===== config.mk =====
export PLATFORM = sky130hd
export DESIGN_NAME = first_note_priority_cutoff
export DESIGN_NICKNAME = d
export VERILOG_FILES = /design/src/rtl/core/fnpc_pkg.sv /design/src/rtl/core/fnpc_ram.sv /design/src/rtl/core/fnpc_pitch.sv /design/src/rtl/core/first_note_priority_cutoff.sv
export SDC_FILE = /design/constraint.sdc
export NUM_CORES = 1
export LEC_CHECK = 0
export ABC_AREA = 1
export BUFFER_PORTS_ARGS = -buffer_cell sky130_fd_sc_hd__buf_2
export CAP_MARGIN = 20
export CORE_MARGIN = 3
export CORE_UTILIZATION = 45
export CTS_CLUSTER_DIAMETER = 80
export DETAILED_ROUTE_END_ITERATION = 7
export MAX_ROUTING_LAYER = met4
export PLACE_DENSITY_LB_ADDON = 0.2
export SYNTH_ARGS = -nofsm -noshare
export SYNTH_HDL_FRONTEND = slang
export SYNTH_SLANG_ARGS = --single-unit

===== constraint.sdc =====
create_clock -name clk -period 14.2 [get_ports clk]
set_clock_uncertainty 0.15 [all_clocks]
set_input_delay 2.84 -clock clk [delete_from_list [all_inputs] [get_ports clk]]
set_output_delay 2.84 -clock clk [all_outputs]
set_load 0.05 [all_outputs]

===== src/rtl/core/fnpc_pkg.sv =====
`default_nettype none
package fnpc_pkg;

    localparam int DEPTH_DEFAULT = 16;

    localparam int PITCH_W    = 14;
    localparam int NOTE_W     = 7;
    localparam int CUTOFF_W   = 19;
    localparam int HELD_W     = 5;
    localparam int RATIO_W    = 17;
    localparam int PROD_W     = PITCH_W + RATIO_W;
    localparam int SHIFT_W    = 5;

    localparam logic [PITCH_W-1:0]  PITCH_RESET  = PITCH_W'(7040);
    localparam logic [CUTOFF_W-1:0] CUTOFF_RESET = CUTOFF_W'(8000);
    localparam logic [CUTOFF_W-1:0] CUTOFF_MAX   = {CUTOFF_W{1'b1}};

    // note number offset so that note 69 lands on the ratio of one
    localparam int NOTE_OFFSET = 3;
    localparam int SEMITONES   = 12;
    localparam int SHIFT_BASE  = 22;

    typedef enum logic {
        OP_NOTE_OFF = 1'b0,
        OP_NOTE_ON  = 1'b1
    } opcode_t;

    typedef struct packed {
        opcode_t             opcode;
        logic [NOTE_W-1:0]   note_number;
    } in_item_t;

    typedef struct packed {
        logic [CUTOFF_W-1:0] cutoff_freq;
        logic                wet_active;
        logic [HELD_W-1:0]   held_count;
        logic                overflow;
    } out_item_t;

    typedef enum logic [2:0] {
        ST_IDLE,
        ST_SCAN,
        ST_LOOKUP,
        ST_PITCH,
        ST_FINISH
    } state_t;

    // 2^(k/12) in unsigned Q1.16, rounded to nearest
    function automatic logic [RATIO_W-1:0] semitone_ratio(input logic [3:0] k);
        logic [RATIO_W-1:0] r;
        begin
            unique case (k)
                4'd0:    r = RATIO_W'(65536);
                4'd1:    r = RATIO_W'(69433);
                4'd2:    r = RATIO_W'(73562);
                4'd3:    r = RATIO_W'(77936);
                4'd4:    r = RATIO_W'(82570);
                4'd5:    r = RATIO_W'(87480);
                4'd6:    r = RATIO_W'(92682);
                4'd7:    r = RATIO_W'(98193);
                4'd8:    r = RATIO_W'(104032);
                4'd9:    r = RATIO_W'(110218);
                4'd10:   r = RATIO_W'(116772);
                4'd11:   r = RATIO_W'(123715);
                default: r = RATIO_W'(65536);
            endcase
            return r;
        end
    endfunction

endpackage
`default_nettype wire


===== src/rtl/core/fnpc_ram.sv =====
`default_nettype none
module fnpc_ram #(
    parameter int WIDTH = 8,
    parameter int DEPTH = 16,
    parameter int AW    = (DEPTH > 1) ? $clog2(DEPTH) : 1
) (
    input  wire logic             clk,
    input  wire logic             wr_en,
    input  wire logic [AW-1:0]    wr_addr,
    input  wire logic [WIDTH-1:0] wr_data,
    input  wire logic             rd_en,
    input  wire logic [AW-1:0]    rd_addr,
    output logic      [WIDTH-1:0] rd_data
);

    logic [WIDTH-1:0] mem [DEPTH];

    always_ff @(posedge clk)
    begin
        if (wr_en)
        begin
            mem[wr_addr] <= wr_data;
        end
        if (rd_en)
        begin
            rd_data <= mem[rd_addr];
        end
    end

endmodule
`default_nettype wire


===== src/rtl/core/fnpc_pitch.sv =====
`default_nettype none
module fnpc_pitch (
    input  wire logic                          clk,
    input  wire logic                          rst_n,
    input  wire logic                          start,
    input  wire logic [fnpc_pkg::NOTE_W-1:0]   note,
    input  wire logic [fnpc_pkg::PITCH_W-1:0]  pitch,
    output logic                               done,
    output logic      [fnpc_pkg::CUTOFF_W-1:0] cutoff
);
    import fnpc_pkg::*;

    // floor(m / 12) as (m * 171) >> 11, exact for m below 512
    localparam int RECIP_12 = 171;
    localparam int RECIP_SH = 11;

    logic [7:0]          m;
    logic [15:0]         q_prod;
    logic [3:0]          q;
    logic [3:0]          k;
    logic [SHIFT_W-1:0]  s;
    logic [PROD_W-1:0]   prod_reg;
    logic [SHIFT_W-1:0]  shift_reg;
    logic                v1_reg;
    logic [PROD_W:0]     rounded;
    logic [PROD_W:0]     val;
    logic                done_reg;
    logic [CUTOFF_W-1:0] cutoff_reg;

    assign m      = 8'(note) + 8'(NOTE_OFFSET);
    assign q_prod = 16'(m) * 16'(RECIP_12);
    assign q      = 4'(q_prod >> RECIP_SH);
    assign k      = 4'(m - 8'(q) * 8'(SEMITONES));
    assign s      = SHIFT_W'(SHIFT_BASE) - SHIFT_W'(q);

    // stage 1: multiply by the semitone ratio
    always_ff @(posedge clk)
    begin
        prod_reg  <= PROD_W'(pitch) * PROD_W'(semitone_ratio(k));
        shift_reg <= s;
    end

    // stage 2: round half up, scale by octave, saturate
    assign rounded = {1'b0, prod_reg} + ((PROD_W+1)'(1) << (shift_reg - SHIFT_W'(1)));
    assign val     = rounded >> shift_reg;

    always_ff @(posedge clk)
    begin
        if (val > (PROD_W+1)'(CUTOFF_MAX))
        begin
            cutoff_reg <= CUTOFF_MAX;
        end
        else
        begin
            cutoff_reg <= CUTOFF_W'(val);
        end
    end

    always_ff @(posedge clk or negedge rst_n)
    begin
        if (!rst_n)
        begin
            v1_reg   <= 1'b0;
            done_reg <= 1'b0;
        end
        else
        begin
            v1_reg   <= start;
            done_reg <= v1_reg;
        end
    end

    assign done   = done_reg;
    assign cutoff = cutoff_reg;

endmodule
`default_nettype wire


===== src/rtl/core/first_note_priority_cutoff.sv =====
// From input to result: an overflow, a note-on behind held notes or a note-off on
// an empty list go straight to the result; a note-on into an empty list runs the
// pitch unit; a note-off compacts the list and, if notes remain, looks up the new
// head and runs the pitch unit. Compaction walks the held-note RAM one entry per
// cycle; the next input is taken the cycle after the result is registered.
// Reset (rst_n, async low): list empty, cutoff 8000, wet flag low, pitch 7040.
`default_nettype none
module first_note_priority_cutoff #(
    parameter int DEPTH = fnpc_pkg::DEPTH_DEFAULT
) (
    input  wire logic                         clk,
    input  wire logic                         rst_n,
    input  wire logic                         in_valid,
    output logic                              in_ready,
    input  wire fnpc_pkg::in_item_t           in_data,
    output logic                              out_valid,
    input  wire logic                         out_ready,
    output fnpc_pkg::out_item_t               out_data,
    input  wire logic                         cfg_we,
    input  wire logic [fnpc_pkg::PITCH_W-1:0] cfg_wdata
);
    import fnpc_pkg::*;

    localparam int AW = (DEPTH > 1) ? $clog2(DEPTH) : 1;
    localparam int CW = $clog2(DEPTH + 1);

    state_t              state_reg, state_next;
    logic [PITCH_W-1:0]  pitch_reg;
    logic [CW-1:0]       count_reg, count_next;
    logic [CUTOFF_W-1:0] cutoff_reg, cutoff_next;
    logic                wet_reg, wet_next;
    logic                ovf_reg, ovf_next;
    logic [NOTE_W-1:0]   note_reg, note_next;
    logic [NOTE_W-1:0]   head_reg, head_next;
    logic [AW-1:0]       rd_idx_reg, rd_idx_next;
    logic [CW-1:0]       wr_idx_reg, wr_idx_next;
    logic                out_valid_reg, out_valid_next;
    out_item_t           out_reg, out_next;

    logic                ram_we;
    logic [AW-1:0]       ram_waddr;
    logic [NOTE_W-1:0]   ram_wdata;
    logic                ram_re;
    logic [AW-1:0]       ram_raddr;
    logic [NOTE_W-1:0]   ram_rdata;

    logic                pitch_start;
    logic [NOTE_W-1:0]   pitch_note;
    logic                pitch_done;
    logic [CUTOFF_W-1:0] pitch_cutoff;

    logic                scan_last;
    logic                keep;

    fnpc_ram #(
        .WIDTH (NOTE_W),
        .DEPTH (DEPTH)
    ) u_held_ram (
        .clk     (clk),
        .wr_en   (ram_we),
        .wr_addr (ram_waddr),
        .wr_data (ram_wdata),
        .rd_en   (ram_re),
        .rd_addr (ram_raddr),
        .rd_data (ram_rdata)
    );

    fnpc_pitch u_pitch (
        .clk    (clk),
        .rst_n  (rst_n),
        .start  (pitch_start),
        .note   (pitch_note),
        .pitch  (pitch_reg),
        .done   (pitch_done),
        .cutoff (pitch_cutoff)
    );

    always_ff @(posedge clk or negedge rst_n)
    begin
        if (!rst_n)
        begin
            state_reg     <= ST_IDLE;
            pitch_reg     <= PITCH_RESET;
            count_reg     <= '0;
            cutoff_reg    <= CUTOFF_RESET;
            wet_reg       <= 1'b0;
            out_valid_reg <= 1'b0;
        end
        else
        begin
            state_reg     <= state_next;
            count_reg     <= count_next;
            cutoff_reg    <= cutoff_next;
            wet_reg       <= wet_next;
            out_valid_reg <= out_valid_next;
            if (cfg_we)
            begin
                pitch_reg <= cfg_wdata;
            end
        end
    end

    always_ff @(posedge clk)
    begin
        ovf_reg    <= ovf_next;
        note_reg   <= note_next;
        head_reg   <= head_next;
        rd_idx_reg <= rd_idx_next;
        wr_idx_reg <= wr_idx_next;
        out_reg    <= out_next;
    end

    assign scan_last = (CW'(rd_idx_reg) + CW'(1)) == count_reg;
    assign keep      = ram_rdata != note_reg;

    always_comb
    begin
        state_next     = state_reg;
        count_next     = count_reg;
        cutoff_next    = cutoff_reg;
        wet_next       = wet_reg;
        ovf_next       = ovf_reg;
        note_next      = note_reg;
        head_next      = head_reg;
        rd_idx_next    = rd_idx_reg;
        wr_idx_next    = wr_idx_reg;
        out_valid_next = out_valid_reg;
        out_next       = out_reg;

        in_ready    = 1'b0;
        ram_we      = 1'b0;
        ram_waddr   = count_reg[AW-1:0];
        ram_wdata   = in_data.note_number;
        ram_re      = 1'b0;
        ram_raddr   = '0;
        pitch_start = 1'b0;
        pitch_note  = in_data.note_number;

        if (out_valid_reg && out_ready)
        begin
            out_valid_next = 1'b0;
        end

        unique case (state_reg)
            ST_IDLE:
            begin
                in_ready = 1'b1;
                if (in_valid)
                begin
                    note_next   = in_data.note_number;
                    ovf_next    = 1'b0;
                    rd_idx_next = '0;
                    wr_idx_next = '0;
                    if (in_data.opcode == OP_NOTE_ON)
                    begin
                        wet_next = 1'b1;
                        if (count_reg >= CW'(DEPTH))
                        begin
                            ovf_next   = 1'b1;
                            state_next = ST_FINISH;
                        end
                        else
                        begin
                            ram_we     = 1'b1;
                            count_next = count_reg + CW'(1);
                            if (count_reg == '0)
                            begin
                                pitch_start = 1'b1;
                                state_next  = ST_PITCH;
                            end
                            else
                            begin
                                state_next = ST_FINISH;
                            end
                        end
                    end
                    else if (count_reg == '0)
                    begin
                        wet_next   = 1'b0;
                        state_next = ST_FINISH;
                    end
                    else
                    begin
                        // prefetch the oldest entry
                        ram_re     = 1'b1;
                        state_next = ST_SCAN;
                    end
                end
            end

            ST_SCAN:
            begin
                // compact in place: write index never passes read index
                ram_raddr = rd_idx_reg + AW'(1);
                ram_re    = !scan_last;
                ram_waddr = wr_idx_reg[AW-1:0];
                ram_wdata = ram_rdata;
                ram_we    = keep;
                if (keep)
                begin
                    wr_idx_next = wr_idx_reg + CW'(1);
                    if (wr_idx_reg == '0)
                    begin
                        head_next = ram_rdata;
                    end
                end
                rd_idx_next = rd_idx_reg + AW'(1);
                if (scan_last)
                begin
                    count_next = wr_idx_next;
                    if (wr_idx_next == '0)
                    begin
                        wet_next   = 1'b0;
                        state_next = ST_FINISH;
                    end
                    else
                    begin
                        state_next = ST_LOOKUP;
                    end
                end
            end

            ST_LOOKUP:
            begin
                pitch_start = 1'b1;
                pitch_note  = head_reg;
                state_next  = ST_PITCH;
            end

            ST_PITCH:
            begin
                if (pitch_done)
                begin
                    cutoff_next = pitch_cutoff;
                    state_next  = ST_FINISH;
                end
            end

            ST_FINISH:
            begin
                // hold until the output register is free
                if (!out_valid_reg || out_ready)
                begin
                    out_valid_next       = 1'b1;
                    out_next.cutoff_freq = cutoff_reg;
                    out_next.wet_active  = wet_reg;
                    out_next.held_count  = HELD_W'(count_reg);
                    out_next.overflow    = ovf_reg;
                    state_next           = ST_IDLE;
                end
            end

            default:
            begin
                state_next = ST_IDLE;
            end
        endcase
    end

    assign out_valid = out_valid_reg;
    assign out_data  = out_reg;

endmodule
`default_nettype wire

==> impl_metrics.tcl, run 1 <==
set metrics [dict create \
    num_vias 18822 \
    die_w_um 234 \
    outcome "finished clean" \
    tightest_slew_ps 906 \
    area_growth_pct 8.80 \
    syn-mean-instance-area_um2 8.32 \
    hp-class "register to register" \
    worstSetupStartpointType "input port" \
    routedWlPerCell_um 18.4 \
    rows 83 \
    cts-root-buf "clkbuf_16" \
    layout_common_cells "680 x nand2_1, 430 x inv_1, 259 x nor2_1" \
    grt_antenna_before_repair 0 \
    min_period_over_period 0.942 \
    worstPathMaxFanout 14 \
    path_buf_inv 11 \
    min_from "u_pitch.v1_reg" \
    synth-seq-area-share 0.311 \
    numCtsBuffers 31 \
    crit_type "input port to register" \
    die_height_um 234 \
    synthSimpleGateAreaFrac 0.237 \
    drt-total-wl_mm 65.4 \
    diodes 0 \
    drc_errors 0 \
    period_needed_ps 13380 \
    maxCapViolCount 0 \
    place_hpwl_mm 51.9 \
    cp.arrival_ps 13740 \
    fin_nets 3250 \
    crit_slowest_cell "fa_1" \
    clk_path_buf_depth 3 \
    drive_gt1_frac 0.103 \
    grt-ovfl-total 0 \
    synth_top_family_by_area "adder cells" \
    syn-cell-area_um2 23500 \
    drv_slew 0 \
    fmax_mhz 74.7 \
    synth_compound_area_frac 0.0662 \
    netlist.area_leader.share 0.216 \
    reg2reg_depth 45 \
    largest_reg_flops 112 \
    synthDistinctLibCells 54 \
    syn_nets 3222 \
    post_synth_mux_area_share 0.0121 \
    grtUsageTotal 0.249 \
    synth_edf_count 169 \
    clk_pin_slew_ps 60 \
    async_reset_ff_frac 0.167 \
    crit_required_ps 14570 \
    fin_setup_tns_ps 0 \
    gp_congestion 0.980 \
    rsz0062_at_grt "no" \
    drt-initial-drc-count 1438 \
    cp.depth 46 \
    whs_path_depth 0 \
    final_common_cell "nand2_1" \
    htree_levels 1 \
    cts.sinks 269 \
    core_um2 51500 \
    fin_area_um2 25600 \
    critPathTopFamily "adder cells" \
    yosys-top-cells-area "edfxtp_1 22%, fa_1 16%, nand2_1 11%, ha_1 9.6%, inv_1 6.9%" \
    grt_pass1_vias 18976 \
    ys_dominant_reg_cell "edfxtp_1" \
    drt_first_pass_iters 5 \
    r2r-end "u_pitch.prod_reg[20]" \
    crit_top_cell "fa_1" \
    r2r_start "state_reg[2]" \
    clock_latency_ps 590 \
    ys_ff_latch 269 \
    io_buffers 54 \
    grt_pass1_wl_mm 104 \
    viasPerCell 5.29 \
    post_cts_buffers 0 \
    syn_inst 2825 \
    finalSetupViolations 0 \
    slew_headroom 0.394 \
    synthAdderAreaFrac 0.257 \
    hold_viol_final 0 \
    yosysTopAreaCell "edfxtp_1" \
    cts_tree "built" \
    synth_xor_area_frac 0.0280 \
    max_stage_delay_ps 550 \
    initial_core_util 0.456 \
    ios 55 \
    ant_nets 0 \
    dpl_cell_area_um2 24400 \
    yosys_warnings 0 \
    die_area_um2 55000 \
    min_to "u_pitch.done" \
    grt_max_degree 59 \
    rrSetupSlack_ps 2310 \
    endpoint_kind "register" \
]
## final cells by class
class	instances	area, um2
Fill cell	5039	26000
Clock buffer	42	923
Sequential cell	269	7320
Timing Repair Buffer	75	448
Tap cell	680	851
Clock inverter	16	194
Multi-Input combinational cell	2019	14100
Inverter	457	1720
## worst max-delay path by stage
stage	startpoint	endpoint	slack, ps
4_1_cts	in_data[1]	u_pitch.prod_reg[27]	790
3_3_place_gp	in_data[1]	u_pitch.prod_reg[27]	380
5_1_grt	in_data[1]	u_pitch.prod_reg[25]	40
3_5_place_dp	in_data[1]	u_pitch.prod_reg[27]	180
6_report	in_data[1]	u_pitch.prod_reg[20]	820
2_1_floorplan	in_data[1]	u_pitch.prod_reg[27]	1410
## synthesized netlist by cell type (34+ instances only)
library cell	instances
dfxtp_1	55
inv_1	430
clkbuf_1	49
nor2_1	261
ha_1	181
o21ai_0	94
edfxtp_1	169
dfrtp_1	34
nand2_1	680
xor2_1	48
fa_1	189
nand2_2	51
a21oi_1	66
nand3_1	213
## worst register-to-register path: cells and delay by family, from the launching register on
kind / cells / cell delay [ps]
simple gates: 14 / 2260
fa+ha+maj: 14 / 6380
xor+xnor: 2 / 290
buf+inv: 9 / 940
flops: 1 / 440
compound gates: 6 / 1370
## timing repair
item	4_1_cts	5_1_grt
gates resized for setup	0	1
hold buffers	0	0
endpoints found under the setup margin	0	1
## per-stage QoR
| stage | hold WS (ps) | util | cells | worst slack, ps |
|---|---|---|---|---|
| floorplan | 181 | - | 2825 | 1410 |
| global placement | 186 | 0.474 | 3498 | 379 |
| detailed placement | 193 | 0.474 | 3499 | 183 |
| CTS | 207 | 0.496 | 3557 | 790 |
| global route | 209 | 0.496 | 3558 | 36.3 |
| finish | 204 | 0.496 | 3558 | 822 |
## per-layer routing
| layer | vias to the layer above | part of all wire | global-route usage |
|---|---|---|---|
| li1 | 9092 | - | - |
| met1 | 9072 | 0.46 | 0.347 |
| met2 | 562 | 0.45 | 0.385 |
| met3 | 96 | 0.061 | 0.0362 |
| met4 | 0 | 0.025 | 0.0622 |
| met5 | - | 0 | - |
## cell families after synthesis
logic type | count (synthesis)
simple gates | 1287
xor+xnor | 75
buf+inv | 537
compound gates | 261
flops | 269
fa+ha+maj | 370
mux | 26
Power of run 1 is left out: the tool's default activity adds up to more than one toggle a clock period on the data nets, which glitch-free logic cannot reach.
==> inputs of run 2 (changes only) <==
--- a/config.mk
+++ b/config.mk
@@ -16,4 +16,5 @@
 export PLACE_DENSITY_LB_ADDON = 0.2
 export SYNTH_ARGS = -nofsm -noshare
 export SYNTH_HDL_FRONTEND = slang
+export SYNTH_HIERARCHICAL = 1
 export SYNTH_SLANG_ARGS = --single-unit
==> run 2 against run 1 <==
Area after synthesis up 2.8%. Cell area rose by 2.5%. Fmax down 0.85%. Count of clock-buffer cells in the layout is 3 lower. Highest routed layer unchanged. Critical endpoint is now u_pitch/prod_reg[27]. Synthesized cell count rose by 5.8%. Setup slack got worse by 120 ps. First-iteration DRC count down 14%. Cell count up 5.4%. Utilization hardly changed. Via count is 2.1% higher.
==> impl_metrics.tcl, run 2 <==
set metrics [dict create \
    outcome "finished clean" \
    die_area_um2 56500 \
    endpoint_kind "register" \
    grt-ovfl-total 0 \
    grt_pass1_wl_mm 102 \
    drive_gt1_frac 0.0986 \
    final_common_cell "nand2_1" \
    gp_congestion 0.931 \
    io_buffers 54 \
    initial_core_util 0.457 \
    drv_slew 0 \
    dp.cells 3691 \
    largest_reg_flops 112 \
    grt_max_degree 58 \
    yosysTopAreaCell "edfxtp_1" \
    layout_common_cells "818 x nand2_1, 520 x inv_1, 289 x nand3_1" \
    syn-cell-area_um2 24100 \
    cts-root-buf "clkbuf_16" \
    slew_headroom 0.321 \
    place_hpwl_mm 49.2 \
    synth-seq-area-share 0.303 \
    min_period_over_period 0.950 \
    worstSetupStartpointType "input port" \
    viasPerCell 5.12 \
    drt_first_pass_iters 7 \
    finalSetupViolations 0 \
    yosys_warnings 6 \
    syn_nets 3386 \
    crit_required_ps 14560 \
    rrSetupSlack_ps 1810 \
    area_growth_pct 8.55 \
    crit_top_cell "inv_1" \
    ios 55 \
    cts.sinks 269 \
    core_um2 52900 \
    drt-total-wl_mm 62.2 \
    crit_slowest_cell "fa_1" \
    cts_tree "built" \
    fin_nets 3434 \
    whs_path_depth 0 \
    hp-class "register to register" \
    syn-mean-instance-area_um2 8.07 \
    max_stage_delay_ps 560 \
    worstPathMaxFanout 14 \
    numCtsBuffers 31 \
    r2r-end "u_pitch/prod_reg[27]" \
    final_cell_count_no_fill 3751 \
    tightest_slew_ps 1020 \
    clock_latency_ps 590 \
    drc_errors 0 \
    reg2reg_depth 53 \
    htree_levels 1 \
    r2r_start "state_reg[2]" \
    fmax_mhz 74.1 \
    cts_hold_buf 0 \
    period_needed_ps 13490 \
    clk_pin_slew_ps 60 \
    ant_nets 0 \
    routedWlPerCell_um 16.6 \
    grt_pass1_vias 19609 \
    async_reset_ff_frac 0.167 \
    synth_edf_count 169 \
    cp.arrival_ps 13850 \
    yosys-top-cells-area "edfxtp_1 21%, fa_1 16%, nand2_1 13%, ha_1 9.3%, inv_1 8.2%" \
    syn_inst 2990 \
    grtUsageTotal 0.232 \
    netlist.area_leader.share 0.210 \
    synth_most_common_cell "nand2_1" \
    grt_antenna_before_repair 0 \
    maxCapViolCount 0 \
    die_height_um 238 \
    ys_ff_latch 269 \
    synthDistinctLibCells 59 \
    rows 84 \
    ys_dominant_reg_cell "edfxtp_1" \
    synth_common_cells "819 x nand2_1, 525 x inv_1, 289 x nand3_1" \
    holdWs_ps 205 \
    clk_path_buf_depth 3 \
    min_from "u_pitch/v1_reg" \
    crit_type "input port to register" \
    die_w_um 238 \
    num_vias 19208 \
    drt-initial-drc-count 1241 \
    rsz0062_at_grt "no" \
    diodes 0 \
    min_to "u_pitch/done" \
    hold_viol_final 0 \
]
run 2: per-layer routing:
metal,global-route usage,part of all wire,up-vias
met5,-,0,-
li1,-,-,9446
met1,0.296,0.44,9124
met2,0.391,0.48,519
met3,0.0284,0.051,119
met4,0.0651,0.030,0
run 2: cell families (layout without fill, tap and decap cells):
logic type                 count (synthesis)  count (layout)  synth area share
AOI/OAI and AO/OA                        159             159            0.0371
and+or+nand+nor                         1452            1452             0.257
adders and majority gates                369             369             0.250
DFF                                      269             269             0.303
muxes                                     43              43            0.0215
buffers and inverters                    626             699             0.105
xor gates and xnor gates                  72              72            0.0264
run 2: area by class of cell:
class                   instances  area, um2
well taps                     688        861
clock buffers                  39        891
fillers                      5178      26700
flip-flops and latches        269       7320
repair buffers                 98        604
clock inverters                19        171
multi-input cells            2095      14300
inverters                     543       2050
run 2: worst max path at each step:
stage               start                   end  slack (ps)
5_1_grt        in_data[0]  u_pitch/prod_reg[26]          20
3_3_place_gp   in_data[0]  u_pitch/prod_reg[26]         120
3_5_place_dp   in_data[0]  u_pitch/prod_reg[24]        -100
2_1_floorplan  in_data[0]  u_pitch/prod_reg[27]        1000
4_1_cts        in_data[0]  u_pitch/prod_reg[24]         500
6_report       in_data[0]  u_pitch/prod_reg[27]         710
run 2: stage by stage:
step | setup slack [ps] | TNS, ps | cell area, um2 | utilization
2_1_floorplan | 1000 | 0 | 24100 | -
3_3_place_gp | 121 | 0 | 25100 | 0.475
3_5_place_dp | -103 | -262 | 25100 | 0.475
4_1_cts | 504 | 0 | 26200 | 0.495
5_1_grt | 16.6 | 0 | 26200 | 0.496
6_report | 707 | 0 | 26200 | 0.496
run 2: timing repair:
item,4_1_cts,5_1_grt
resized for setup,0,11
setup endpoints to repair,0,12
buffers inserted,0,1
hold endpoints to repair,0,0
run 2: critical path: cells and delay by family:
kind            cells  cell delay (ps)
xor+xnor            2              320
compound gates      8             1450
mux                 1              300
fa+ha+maj          12             5430
buf+inv            13             1200
simple gates       16             2280
Power of run 2 is left out for the same reason.
